### src/rtl/cct_pkg.sv
// Package for the column change trigger: controller/datapath command and
// status structs, state encoding, register indexes and fixed field widths.
// No dependencies.
`timescale 1ns / 1ps

package cct_pkg;

    // Fixed field widths.
    localparam int PIX_W       = 8;
    localparam int TS_W        = 32;
    localparam int SUM_W       = 23;
    localparam int COUNT_W     = 11;
    localparam int THRESH_W    = 13;
    localparam int WINDOW_W    = 16;
    localparam int WIDTH_W     = 13;
    localparam int COL_W       = 12;
    localparam int CFG_IDX_W   = 2;
    localparam int CFG_DATA_W  = 16;
    localparam int D2_W        = 18;
    localparam int DIST_INT_W  = 9;

    // Configuration register indexes.
    localparam logic [CFG_IDX_W-1:0] REG_THRESHOLD      = 2'd0;
    localparam logic [CFG_IDX_W-1:0] REG_ARMED          = 2'd1;
    localparam logic [CFG_IDX_W-1:0] REG_DISCARD_WINDOW = 2'd2;
    localparam logic [CFG_IDX_W-1:0] REG_STRIP_WIDTH    = 2'd3;

    // Reset values and limits.
    localparam logic [WINDOW_W-1:0] WINDOW_RESET = 16'd500;
    localparam logic [WIDTH_W-1:0]  WIDTH_RESET  = 13'd640;
    localparam logic [WIDTH_W-1:0]  WIDTH_MIN    = 13'd2;
    localparam logic [WIDTH_W-1:0]  WIDTH_MAX    = 13'd4096;
    localparam logic [SUM_W-1:0]    SUM_MAX      = 23'h7FFFFF;

    typedef enum logic [2:0] {
        ST_IDLE,
        ST_READ,
        ST_SQUARE,
        ST_START,
        ST_ROOT,
        ST_STORE,
        ST_MUL,
        ST_FIN
    } t_state;

    typedef struct packed {
        logic ready;       // input channel may transfer
        logic accept;      // an input transfer happens this cycle
        logic ram_rd;      // read the previous column entry of this row
        logic load_d2;     // register the squared distance
        logic sqrt_start;  // launch the square root
        logic store;       // write the pixel back and advance the row
        logic add_dist;    // add the distance to the running sum
        logic load_prod;   // register threshold times row count
        logic finish;      // load the result and close the strip
    } t_cmd;

    typedef struct packed {
        logic take;        // the offered pixel is a middle-column pixel to use
        logic have_prev;   // a previous strip exists
        logic in_last;     // the offered pixel ends the strip
        logic item_last;   // the pixel in work ends the strip
        logic sqrt_done;   // square root result is ready
        logic out_free;    // output register can take a result
    } t_stat;

endpackage

### src/rtl/cct_ctrl.sv
// Controller state machine of the column change trigger.
// Depends on cct_pkg for the state, command and status types.
`timescale 1ns / 1ps

module cct_ctrl import cct_pkg::*; (
    input  logic  i_clk,
    input  logic  i_rst_n,
    input  logic  i_valid,
    input  t_stat i_stat,
    output t_cmd  o_cmd
);
    t_state r_state;
    t_state n_state;

    always_ff @(posedge i_clk) begin
        if (!i_rst_n) begin
            r_state <= ST_IDLE;
        end else begin
            r_state <= n_state;
        end
    end

    always_comb begin
        n_state = r_state;
        case (r_state)
            ST_IDLE: begin
                if (i_valid) begin
                    if (i_stat.take) begin
                        n_state = i_stat.have_prev ? ST_READ : ST_STORE;
                    end else if (i_stat.in_last) begin
                        n_state = ST_MUL;
                    end
                end
            end
            ST_READ:   n_state = ST_SQUARE;
            ST_SQUARE: n_state = ST_START;
            ST_START:  n_state = ST_ROOT;
            ST_ROOT: begin
                if (i_stat.sqrt_done) begin
                    n_state = ST_STORE;
                end
            end
            ST_STORE:  n_state = i_stat.item_last ? ST_MUL : ST_IDLE;
            ST_MUL:    n_state = ST_FIN;
            ST_FIN: begin
                if (i_stat.out_free) begin
                    n_state = ST_IDLE;
                end
            end
            default:   n_state = ST_IDLE;
        endcase
    end

    always_comb begin
        o_cmd = '0;
        case (r_state)
            ST_IDLE: begin
                o_cmd.ready  = 1'b1;
                o_cmd.accept = i_valid;
            end
            ST_READ:   o_cmd.ram_rd = 1'b1;
            ST_SQUARE: o_cmd.load_d2 = 1'b1;
            ST_START:  o_cmd.sqrt_start = 1'b1;
            ST_ROOT:   o_cmd = '0;
            ST_STORE: begin
                o_cmd.store    = 1'b1;
                o_cmd.add_dist = i_stat.have_prev;
            end
            ST_MUL:    o_cmd.load_prod = 1'b1;
            ST_FIN:    o_cmd.finish = i_stat.out_free;
            default:   o_cmd = '0;
        endcase
    end

endmodule

### config.mk
export PLATFORM = sky130hd
export DESIGN_NAME = cct_ctrl
export DESIGN_NICKNAME = d
export VERILOG_FILES = /design/src/rtl/cct_pkg.sv /design/src/rtl/cct_ctrl.sv
export SDC_FILE = /design/constraint.sdc
export NUM_CORES = 1
export LEC_CHECK = 0
export ABC_AREA = 1
export ABC_CLOCK_PERIOD_IN_PS = 1200
export BUFFER_PORTS_ARGS = -buffer_cell sky130_fd_sc_hd__clkbuf_2
export CAP_MARGIN = 15
export CORE_AREA = 4 4 41 43
export CTS_CLUSTER_DIAMETER = 40
export CTS_CLUSTER_SIZE = 12
export DETAILED_ROUTE_END_ITERATION = 10
export DIE_AREA = 0 0 45 47
export PLACE_DENSITY = 0.52
export RECOVER_POWER = 50
export REMOVE_ABC_BUFFERS = 1
export SLEW_MARGIN = 20
export SYNTH_ARGS = -nofsm -noshare
export SYNTH_HDL_FRONTEND = slang
export SYNTH_SLANG_ARGS = --single-unit
### constraint.sdc
create_clock -name i_clk -period 1.2 [get_ports i_clk]
set_clock_uncertainty 0.2 [all_clocks]
set_input_delay 0.24 -clock i_clk [delete_from_list [all_inputs] [get_ports i_clk]]
set_output_delay 0.24 -clock i_clk [all_outputs]
set_load 0.01 [all_outputs]
==> results of run 1 <==
[Yosys cell counts]
| master | number |
|---|---|
| nand2_1 | 16 |
| nor2_1 | 9 |
| inv_1 | 6 |
| dfxtp_1 | 3 |
| inv_2 | 3 |
| nand3_1 | 3 |
| nand4_1 | 3 |
| nor3_1 | 2 |
| a21oi_1 | 1 |
| and2_1 | 1 |
| nand2_4 | 1 |
| nand3_2 | 1 |
| nor2_4 | 1 |
| nor4_1 | 1 |
| o211ai_1 | 1 |
| o21ai_2 | 1 |
[layout make-up]
| cell class | instances | area, um2 |
|---|---|---|
| fillers | 145 | 638 |
| inverters | 9 | 38.8 |
| multi-input cells | 41 | 246 |
| flip-flops and latches | 3 | 66.3 |
| well taps | 15 | 18.8 |
| clock buffers | 4 | 26.3 |
| repair buffers | 36 | 267 |
[final timing paths]
path                                  from  cells past startpoint          to  slack [ns]
worst min register to register  r_state[0]                      4  r_state[0]        0.50
worst max register to register  r_state[2]                     10  r_state[1]       -0.29
worst max-delay path            r_state[2]                      5    o_cmd[7]       -0.37
worst min-delay path               i_rst_n                      3  r_state[1]        0.03
[through the flow]
stage                     util [%]  area (um2)
after detailed placement      37.2         484
after CTS                     46.3         603
after floorplan                  -         298
final                         51.0         663
after global placement        37.2         484
after global routing          51.0         663
[cells by family (layout without fill, tap and decap cells)]
| logic type | Yosys count | count (layout) | synth area share [%] |
|---|---|---|---|
| simple gates | 38 | 38 | 61.3 |
| buf+inv | 9 | 49 | 11.3 |
| compound gates | 3 | 3 | 7.14 |
| flops | 3 | 3 | 20.2 |
[repair_timing]
item | CTS | global route
setup endpoints to repair | 12 | 12
resized for setup | 16 | 18
pin swaps | 9 | 7
buffers inserted | 7 | 3
[worst reg2reg max path, cell delays in order, from the launching register on]
cell and delay, ns:
dfxtp_2 0.35, buf_6 0.12, nor2_4 0.05, buf_4 0.13, buf_6 0.11, nand3_1 0.06
nand2_1 0.07, nor2_2 0.13, nand2_1 0.06, nand2_1 0.06, nor2_1 0.04
[report_power, final]
group / internal, mW / switching [mW]
logic: 0.732 / 0.680
registers: 0.162 / 0.0590
clock network: 0.125 / 0.0553
[metal layers]
| metal | share of wire [%] | vias to the layer above |
|---|---|---|
| met3 | 4.6 | 2 |
| met4 | 1.3 | 0 |
| met5 | 0 | - |
| met2 | 57 | 18 |
| li1 | - | 255 |
| met1 | 37 | 213 |
==> run metrics, run 1 <==
diode count=0; DP Worst Slack=-0.200 ns; mapped cell area=298 um2; synth warn=0; crit-path max FO=4; most common cell after layout, fill and taps aside=nand2_1; Routed WL per cell=10.5 um; Hold WC Path Type=input port to flop; Post-Route WL=1.13 mm; max-slew violations=0; area leader, netlist=dfxtp_1; f_max=0.639 GHz; CP Buf/Inv Count=2; CP max stage delay=0.33 ns; CTS sink cnt=3; die area=2120 um2; GR Layer Usage met3=0%; Finished Layout Cells=108; global route overflow=0; outcome=complete, but fails checks; first-pass GRT wire length=1.73 mm; IO Pins=18; via-per-instance ratio=4.52; Antenna Nets Post-Route=0; Clock transition at path regs=0.04 ns; largest net degree at the start of global routing=7; vias in the first global route=462; Post-Synthesis Cells=53; largest cells by area after synthesis=dfxtp_1 20%, nand2_1 20%, nor2_1 11%, inv_1 7.6%, nand4_1 6.3%; Mean Syn Cell Area=5.62 um2; Area Growth Syn to Fin=123%; DIE WIDTH=45 um; crit share post-route=130%; gr busiest metal=met2; die height=47 um; Setup violations, final=12; crit start category=flop; drt pass-1 iters=5; CTS Buf Count=3; share of layout cells above drive strength 1=62.4%; Tot Pwr=1.81 mW; All-Layer GR Usage=11.3%; Core ar.=1300 um2; DP Wirelength=770 um; Initial Util=22.9%; Hold WS=0.0322 ns; Post-CTS Hold Buffers=0; Worst Setup End Kind=output port; met1 global-route usage=11.1%; violated checks=negative setup slack; Yosys reg bits=3; RSZ-0062 raised after global routing=yes; RePlAce Congestion=0.768; Hold Vio Cnt, Final=0; Slew @ Worst Pin=0.183 ns; critical path, cell by cell=buf_6, nor2_4, nand2_4, nor2_2, buf_2; maximum clock path buffer count=2; library cells used by synthesis=16; LEAKAGE=0.372 nW; top cell type's share of synthesized area=20.2%; clk_lat worst skew=0.24 ns; Seq/Total Area, Yosys=20.2%; Critical Path RT=0.76 ns; final worst slack=-0.366 ns; IO Port Bufs=17; top flop regs=r_state (3); Largest register FFs=3; most frequent cells in the layout=14 x nand2_1, 12 x buf_4, 10 x clkbuf_2; TritonCTS clock tree=done; Max IR drop VDD=0.00129 V; Placed Instances=96; FP Rows=13; met2 usage=23.7%; CP delay by family, top=flip-flops; Final Net Count=103; DRC violations left=0; MaxCap Viol Count=0; initial DRC count=11; Crit Path Category=flop to output port; root buffer cell=clkbuf_4; routed via count=488; Final min period=1.57 ns; htree depth=1; relative slew slack=87.7%; PD cells=2730 nW/um2; Top reg by flops=r_state; CP arrival=1.13 ns; Max stage delay cell, worst path=dfxtp_2; antenna violations before repair=0; Sum Neg Setup Slack=-3.44 ns
(Power assumes the default switching activity.)
==> run 2, diff against run 1 <==
Settings changed: BUFFER_PORTS_ARGS -buffer_cell sky130_fd_sc_hd__clkbuf_2 to unset, DONT_BUFFER_PORTS set to 1, PLACE_DENSITY 0.52 to 0.4.
==> run 2 against run 1 <==
- the flow still finishes with violations (negative setup slack)
- highest routed layer is now met3
- global-route usage is 0.63 points lower
- via count decreased by 17%
- combinational power down 6%
- largest cell class is now multi-input gates
- non-clock buffer count down 18
==> run metrics, run 2 (synthesis results as in run 1) <==
most frequent cells in the layout=15 x nand2_1, 9 x buf_4, 6 x buf_6; crit start category=flop; top flop regs=r_state (3); crit share post-route=123% (-8.0 points); FF+latch area=66.3 um2 (unchanged); Final Net Count=85 (-17%); DP Worst Slack=-0.186 ns (+0.0140 ns); most common cell after layout, fill and taps aside=nand2_1; IO Pins=18 (unchanged); DP Wirelength=725 um (-5.9%); Post-Route WL=1.04 mm (-8.5%); Slew @ Worst Pin=0.232 ns (+0.0494 ns); routed via count=407 (-17%); DRC violations left=0 (unchanged); Worst Setup End Kind=output port; diode count=0 (unchanged); MaxCap Viol Count=0 (unchanged); critical path, cell by cell=buf_6, nor2_4, nand2_4, inv_4, buf_6; Routed WL per cell=11.5 um (+9.8%); Area Growth Syn to Fin=101%; post-route cell area=598 um2 (-9.8%); CP delay by family, top=flip-flops; final worst slack=-0.270 ns (+0.0956 ns); Placed Instances=78 (-19%); htree depth=1 (unchanged); dpl cell area=404 um2 (-17%); Core ar.=1300 um2 (unchanged); Initial Util=22.9% (unchanged); root buffer cell=clkbuf_4; f_max=0.680 GHz (+6.5%); Antenna Nets Post-Route=0 (unchanged); violated checks=negative setup slack; # fillers=153 (+5.5%); clk_lat worst skew=0.23 ns (about the same); die height=47 um (unchanged); CP max stage delay=0.32 ns (about the same); largest net degree at the start of global routing=8 (+1); RSZ-0062 raised after global routing=yes; first-pass GRT wire length=1.64 mm (-5.5%); Sum Neg Setup Slack=-2.65 ns (+0.796 ns); via-per-instance ratio=4.52 (about the same); Finished Layout Cells=90 (-17%); global route overflow=0 (unchanged); Hold Vio Cnt, Final=0 (unchanged); RePlAce Congestion=0.744 (-3.1%); Hold WC Path Type=input port to flop; DIE WIDTH=45 um (unchanged); most frequent CP cell=buf_6; IO Port Bufs=0 (-17); CTS sink cnt=3 (unchanged); CP Buf/Inv Count=3 (+1); Crit Path Category=flop to output port; PD cells=2900 nW/um2 (+6.2%); All-Layer GR Usage=10.7% (-0.63 points); crit-path max FO=3 (-1); share of layout cells above drive strength 1=56.0% (-6.4 points); Max IR drop VDD=0.00107 V (-17%); max-slew violations=0 (unchanged); LEAKAGE=0.295 nW (-21%); CTS Buf Count=3 (unchanged); die area=2120 um2 (unchanged); Tot Pwr=1.74 mW (-4.2%); Final min period=1.47 ns (-0.0956 ns); Top reg by flops=r_state; relative slew slack=84.5% (-3.3 points); outcome=complete, but fails checks; TritonCTS clock tree=done; Multi-input gate area=270 um2 (+9.6%); Setup violations, final=12 (unchanged); R2R setup slack=-0.24 ns (+0.05 ns); maximum clock path buffer count=2 (unchanged); vias in the first global route=403 (-13%); Clock transition at path regs=0.04 ns (about the same); initial DRC count=7 (-4); antenna violations before repair=0 (unchanged); Largest register FFs=3 (unchanged); Max stage delay cell, worst path=dfxtp_2; CP arrival=1.03 ns (-0.10 ns); drt pass-1 iters=4 (-1); FP Rows=13 (unchanged); Critical Path RT=0.76 ns (about the same)
==> run 2: power breakdown <==
part	switching [mW]	internal (mW)	leakage, nW	total, mW
Sequential	0.0677	0.162	0.0261	0.230
Combinational	0.687	0.644	0.254	1.33
Clock	0.0515	0.125	0.0150	0.176
==> run 2: layer usage <==
| metal | track usage [%] | routed length [um] | vias to the layer above |
|---|---|---|---|
| li1 | - | - | 214 |
| met1 | 12.7 | 437 | 179 |
| met2 | 16.9 | 519 | 14 |
| met3 | 2.68 | 80 | 0 |
| met4 | 7.02 | 0 | 0 |
| met5 | 0 | 0 | - |
==> run 2: through the flow <==
stage          util [%]  hold WS, ns
2_1_floorplan         -        0.160
3_3_place_gp       31.1        0.169
3_5_place_dp       31.1        0.169
4_1_cts            42.9       0.0666
5_1_grt            46.0       0.0890
6_report           46.0       0.0713
==> run 2: final timing paths <==
check / startpoint / end / cells past startpoint
worst min register to register: r_state[0] / r_state[0] / 4
worst min-delay path: i_stat[5] / r_state[1] / 5
worst max register to register: r_state[2] / r_state[1] / 10
worst max-delay path: r_state[2] / o_cmd[8] / 5
==> run 2: repair_timing <==
| item | 4_1_cts | 5_1_grt |
|---|---|---|
| setup buffers | 5 | 1 |
| hold endpoints to repair | 3 | 0 |
| hold buffers | 2 | 0 |
| cloned | 0 | 0 |
| endpoints found under the setup margin | 12 | 12 |
| pin swaps | 7 | 4 |
| resized for setup | 23 | 7 |
==> run 2: layout make-up <==
| class | instances | share of cell area [%] |
|---|---|---|
| multi-input combinational | 41 | 45.2 |
| timing repair buffer | 18 | 29.3 |
| sequential | 3 | 11.1 |
| inverter | 9 | 6.90 |
| clock buffer | 4 | 4.39 |
| tap | 15 | 3.14 |
==> run 2: worst min-delay path, cell delays in order <==
cell and delay, ns:
nand2_2 0.03, nand2_1 0.05, nand2_1 0.05, nand2_1 0.06, nor2_1 0.04
==> run 3, diff against run 2 <==
Settings changed: ABC_AREA 1 to unset, CTS_CLUSTER_DIAMETER 40 to unset, PLACE_DENSITY 0.4 to 0.41.
==> run 3 against run 2 <==
- the run still ends with negative setup slack left
- sequential cell count stayed put
- sequential share of layout area is 2.1 points higher
- critical path depth is 3 lower
- total power down 7.6%
- worst hold slack got worse by 0.045 ns
- critical path type unchanged
- largest cell class unchanged
- worst setup slack worse by 0.0019 ns
- cell area decreased by 13%
==> run metrics, run 3 <==
crit-path max FO=7 (+4); Logic pwr share=71.2% (-5.4 points); synth warn=0 (unchanged); Initial Util=24.0% (+1.2 points); switch share=41.8% (-4.6 points); Internal Pwr Total=934 uW (+0.36%); All-Layer GR Usage=10.7% (+0.070 points); Area Growth Syn to Fin=66.8%; Worst Setup End Kind=output port; Largest register FFs=3 (unchanged); Seq pwr share=17.5% (+4.3 points); PD cells=3080 nW/um2 (+5.9%); Clock transition at path regs=0.04 ns (about the same); count leader, synth=nor2_1; Mean Syn Cell Area=7.82 um2 (+39%); violated checks=negative setup slack; Setup violations, final=12 (unchanged); final worst slack=-0.272 ns (-0.00186 ns); Post-Synthesis Cells=40 (-25%); Async S/R FF share, synth=0% (unchanged); via-per-instance ratio=4.88 (+7.8%); RePlAce Congestion=0.740 (-0.55%); f_max=0.679 GHz (-0.13%); top flop regs=r_state (3); Hold WC Path Type=input port to flop; area leader, netlist=dfxtp_1; Core ar.=1300 um2 (unchanged); CP arrival=1.03 ns (about the same); TritonCTS clock tree=done; DIE WIDTH=45 um (unchanged); routed via count=351 (-14%); antenna violations before repair=0 (unchanged); Critical Path RT=0.76 ns (about the same); Yosys reg bits=3 (unchanged); drt pass-1 iters=2 (-2); most common cell after layout, fill and taps aside=buf_4; Max stage delay cell, worst path=dfxtp_4; Final min period=1.47 ns (+0.00186 ns); die area=2120 um2 (unchanged); CP max stage delay=0.39 ns (+0.07 ns); R2R setup slack=-0.21 ns (+0.03 ns); Critical R2R Launch=r_state[1]; largest net degree at the start of global routing=10 (+2); R2R Path End=r_state[2]; root buffer cell=clkbuf_4; LEAKAGE=0.217 nW (-27%); Routed WL per cell=15.8 um (+37%); Top reg by flops=r_state; diode count=0 (unchanged); post-route cell area=522 um2 (-13%); vias in the first global route=363 (-9.9%); CTS Buf Count=3 (unchanged); top cell type's share of synthesized area=19.2% (-0.97 points); dpl cell area=369 um2 (-8.7%); FP Rows=13 (unchanged); global route overflow=0 (unchanged); CTS sink cnt=3 (unchanged); DP Wirelength=665 um (-8.2%); Primary FF master, synth=dfxtp_1; IO Pins=18 (unchanged); Hold Vio Cnt, Final=0 (unchanged); final core utilization=40.1% (-5.9 points); MaxCap Viol Count=0 (unchanged); share of layout cells above drive strength 1=63.2% (+7.2 points); relative slew slack=81.5% (-2.9 points); Post-Route WL=1.14 mm (+9.7%); library cells used by synthesis=22 (+6); Max IR drop VDD=0.00132 V (+24%); CP delay by family, top=simple AND/OR/NAND/NOR gates; FF-to-FF path depth=5 (-5); CP Buf/Inv Count=0 (-3); Clock power frac=11.2% (+1.1 points); min-delay src=i_stat[0]; IO Port Bufs=0 (unchanged); DRC violations left=0 (unchanged); Net Switching=671 uW (-17%); mapped cell area=313 um2 (+5.0%); clk_lat worst skew=0.24 ns (about the same); Commonest cells post-synth=6 x nor2_1, 5 x nand2b_1, 4 x nand2_1, 3 x dfxtp_1; initial DRC count=6 (-1); Final Net Count=67 (-21%); # fillers=132 (-14%); Cells on Worst Hold Path=2 (-3); Antenna Nets Post-Route=0 (unchanged); outcome=complete, but fails checks; max-slew violations=0 (unchanged); DP Worst Slack=-0.193 ns (-0.00689 ns); most frequent cells in the layout=12 x buf_4, 5 x nand2b_1; hold endpoint=r_state[1]; number of synthesized flops with an enable pin=0 (unchanged); Seq/Total Area, Yosys=19.2% (-0.97 points); Sum Neg Setup Slack=-2.58 ns (+0.0718 ns); Crit Path Category=flop to output port; critical path, cell by cell=nor2b_4, and3_4; maximum clock path buffer count=2 (unchanged); crit start category=flop; RSZ-0062 raised after global routing=yes; Hold WS=0.0263 ns (-0.0450 ns); htree depth=1 (unchanged); first-pass GRT wire length=1.61 mm (-1.7%); die height=47 um (unchanged); Slew @ Worst Pin=0.274 ns (+0.0419 ns); largest cells by area after synthesis=dfxtp_1 19%, nand2b_1 10%, nor4b_4 7.6%, buf_6 7.2%, nor2_1 7.2%; crit share post-route=123% (+0.16 points)
run 3: cell types whose count changed in the layout (fill, tap and decap cells not counted), moves of 2 or more:
cell,before,now
nor2_4,3,1
buf_4,9,12
buf_6,6,3
nand4_1,3,0
and2_4,1,3
nand2b_1,0,5
nor2_1,5,2
inv_2,2,0
nand3_2,3,0
inv_1,4,2
inv_4,3,0
o21a_1,0,2
nand2_1,15,3
run 3: worst max-delay path by stage:
| stage | start | endpoint | slack, ns | cells after the start |
|---|---|---|---|---|
| after global placement | r_state[2] | r_state[2] | -0.19 | 3 |
| after detailed placement | r_state[0] | o_cmd[2] | -0.19 | 2 |
| after global routing | r_state[2] | o_cmd[7] | -0.31 | 2 |
| final | r_state[0] | o_cmd[2] | -0.27 | 2 |
| after CTS | r_state[1] | o_cmd[7] | -0.30 | 3 |
| after floorplan | r_state[0] | o_cmd[2] | -0.17 | 2 |
run 3: cells by family after synthesis:
kind of cell / count (synthesis) / synth area share [%]
buf+inv: 5 / 12.0
simple gates: 22 / 43.6
compound gates: 10 / 25.2
flops: 3 / 19.2
run 3: through the flow:
step / power (mW) / std cells
final: 1.60 / 72
after global routing: 1.71 / 72
after CTS: 1.46 / 69
after detailed placement: 0.972 / 61
after global placement: 0.978 / 61
after floorplan: 0.671 / 37
run 3: metal layers:
metal | global-route usage, % | vias up | wire length, um
li1 | - | 172 | -
met5 | 0 | - | 0
met2 | 19.5 | 10 | 626
met1 | 10.6 | 169 | 426
met3 | 6.51 | 0 | 83
met4 | 1.75 | 0 | 0
run 3: timing repair:
item,in CTS,in global routing
gates resized for setup,20,4
endpoints found under the hold margin,1,0
pin swaps,7,7
hold buffers,1,0
endpoints found under the setup margin,12,12
buffers inserted,3,4
run 3: power groups by stage:
stage | Clock [mW] | Sequential (mW) | Combinational (mW)
floorplan | 0 | 0.271 | 0.400
global placement | 0 | 0.239 | 0.738
detailed placement | 0 | 0.238 | 0.734
CTS | 0.188 | 0.278 | 0.998
global route | 0.201 | 0.288 | 1.22
finish | 0.180 | 0.281 | 1.14
run 3: area by class of cell:
cell class                 instances  area [um2]  share of cell area (%)
clock buffer                       4        26.3                    5.04
inverter                           2        7.51                    1.44
multi-input combinational         32         267                    51.1
sequential                         3        68.8                    13.2
tap                               15        18.8                    3.60
timing repair buffer              16         134                    25.7
run 3: worst reg2reg max path: cells and delay by family (launching register included):
kind            cells  cell delay, ns
compound gates      2            0.43
buf+inv             2            0.26
flops               1            0.32
simple gates        1            0.08
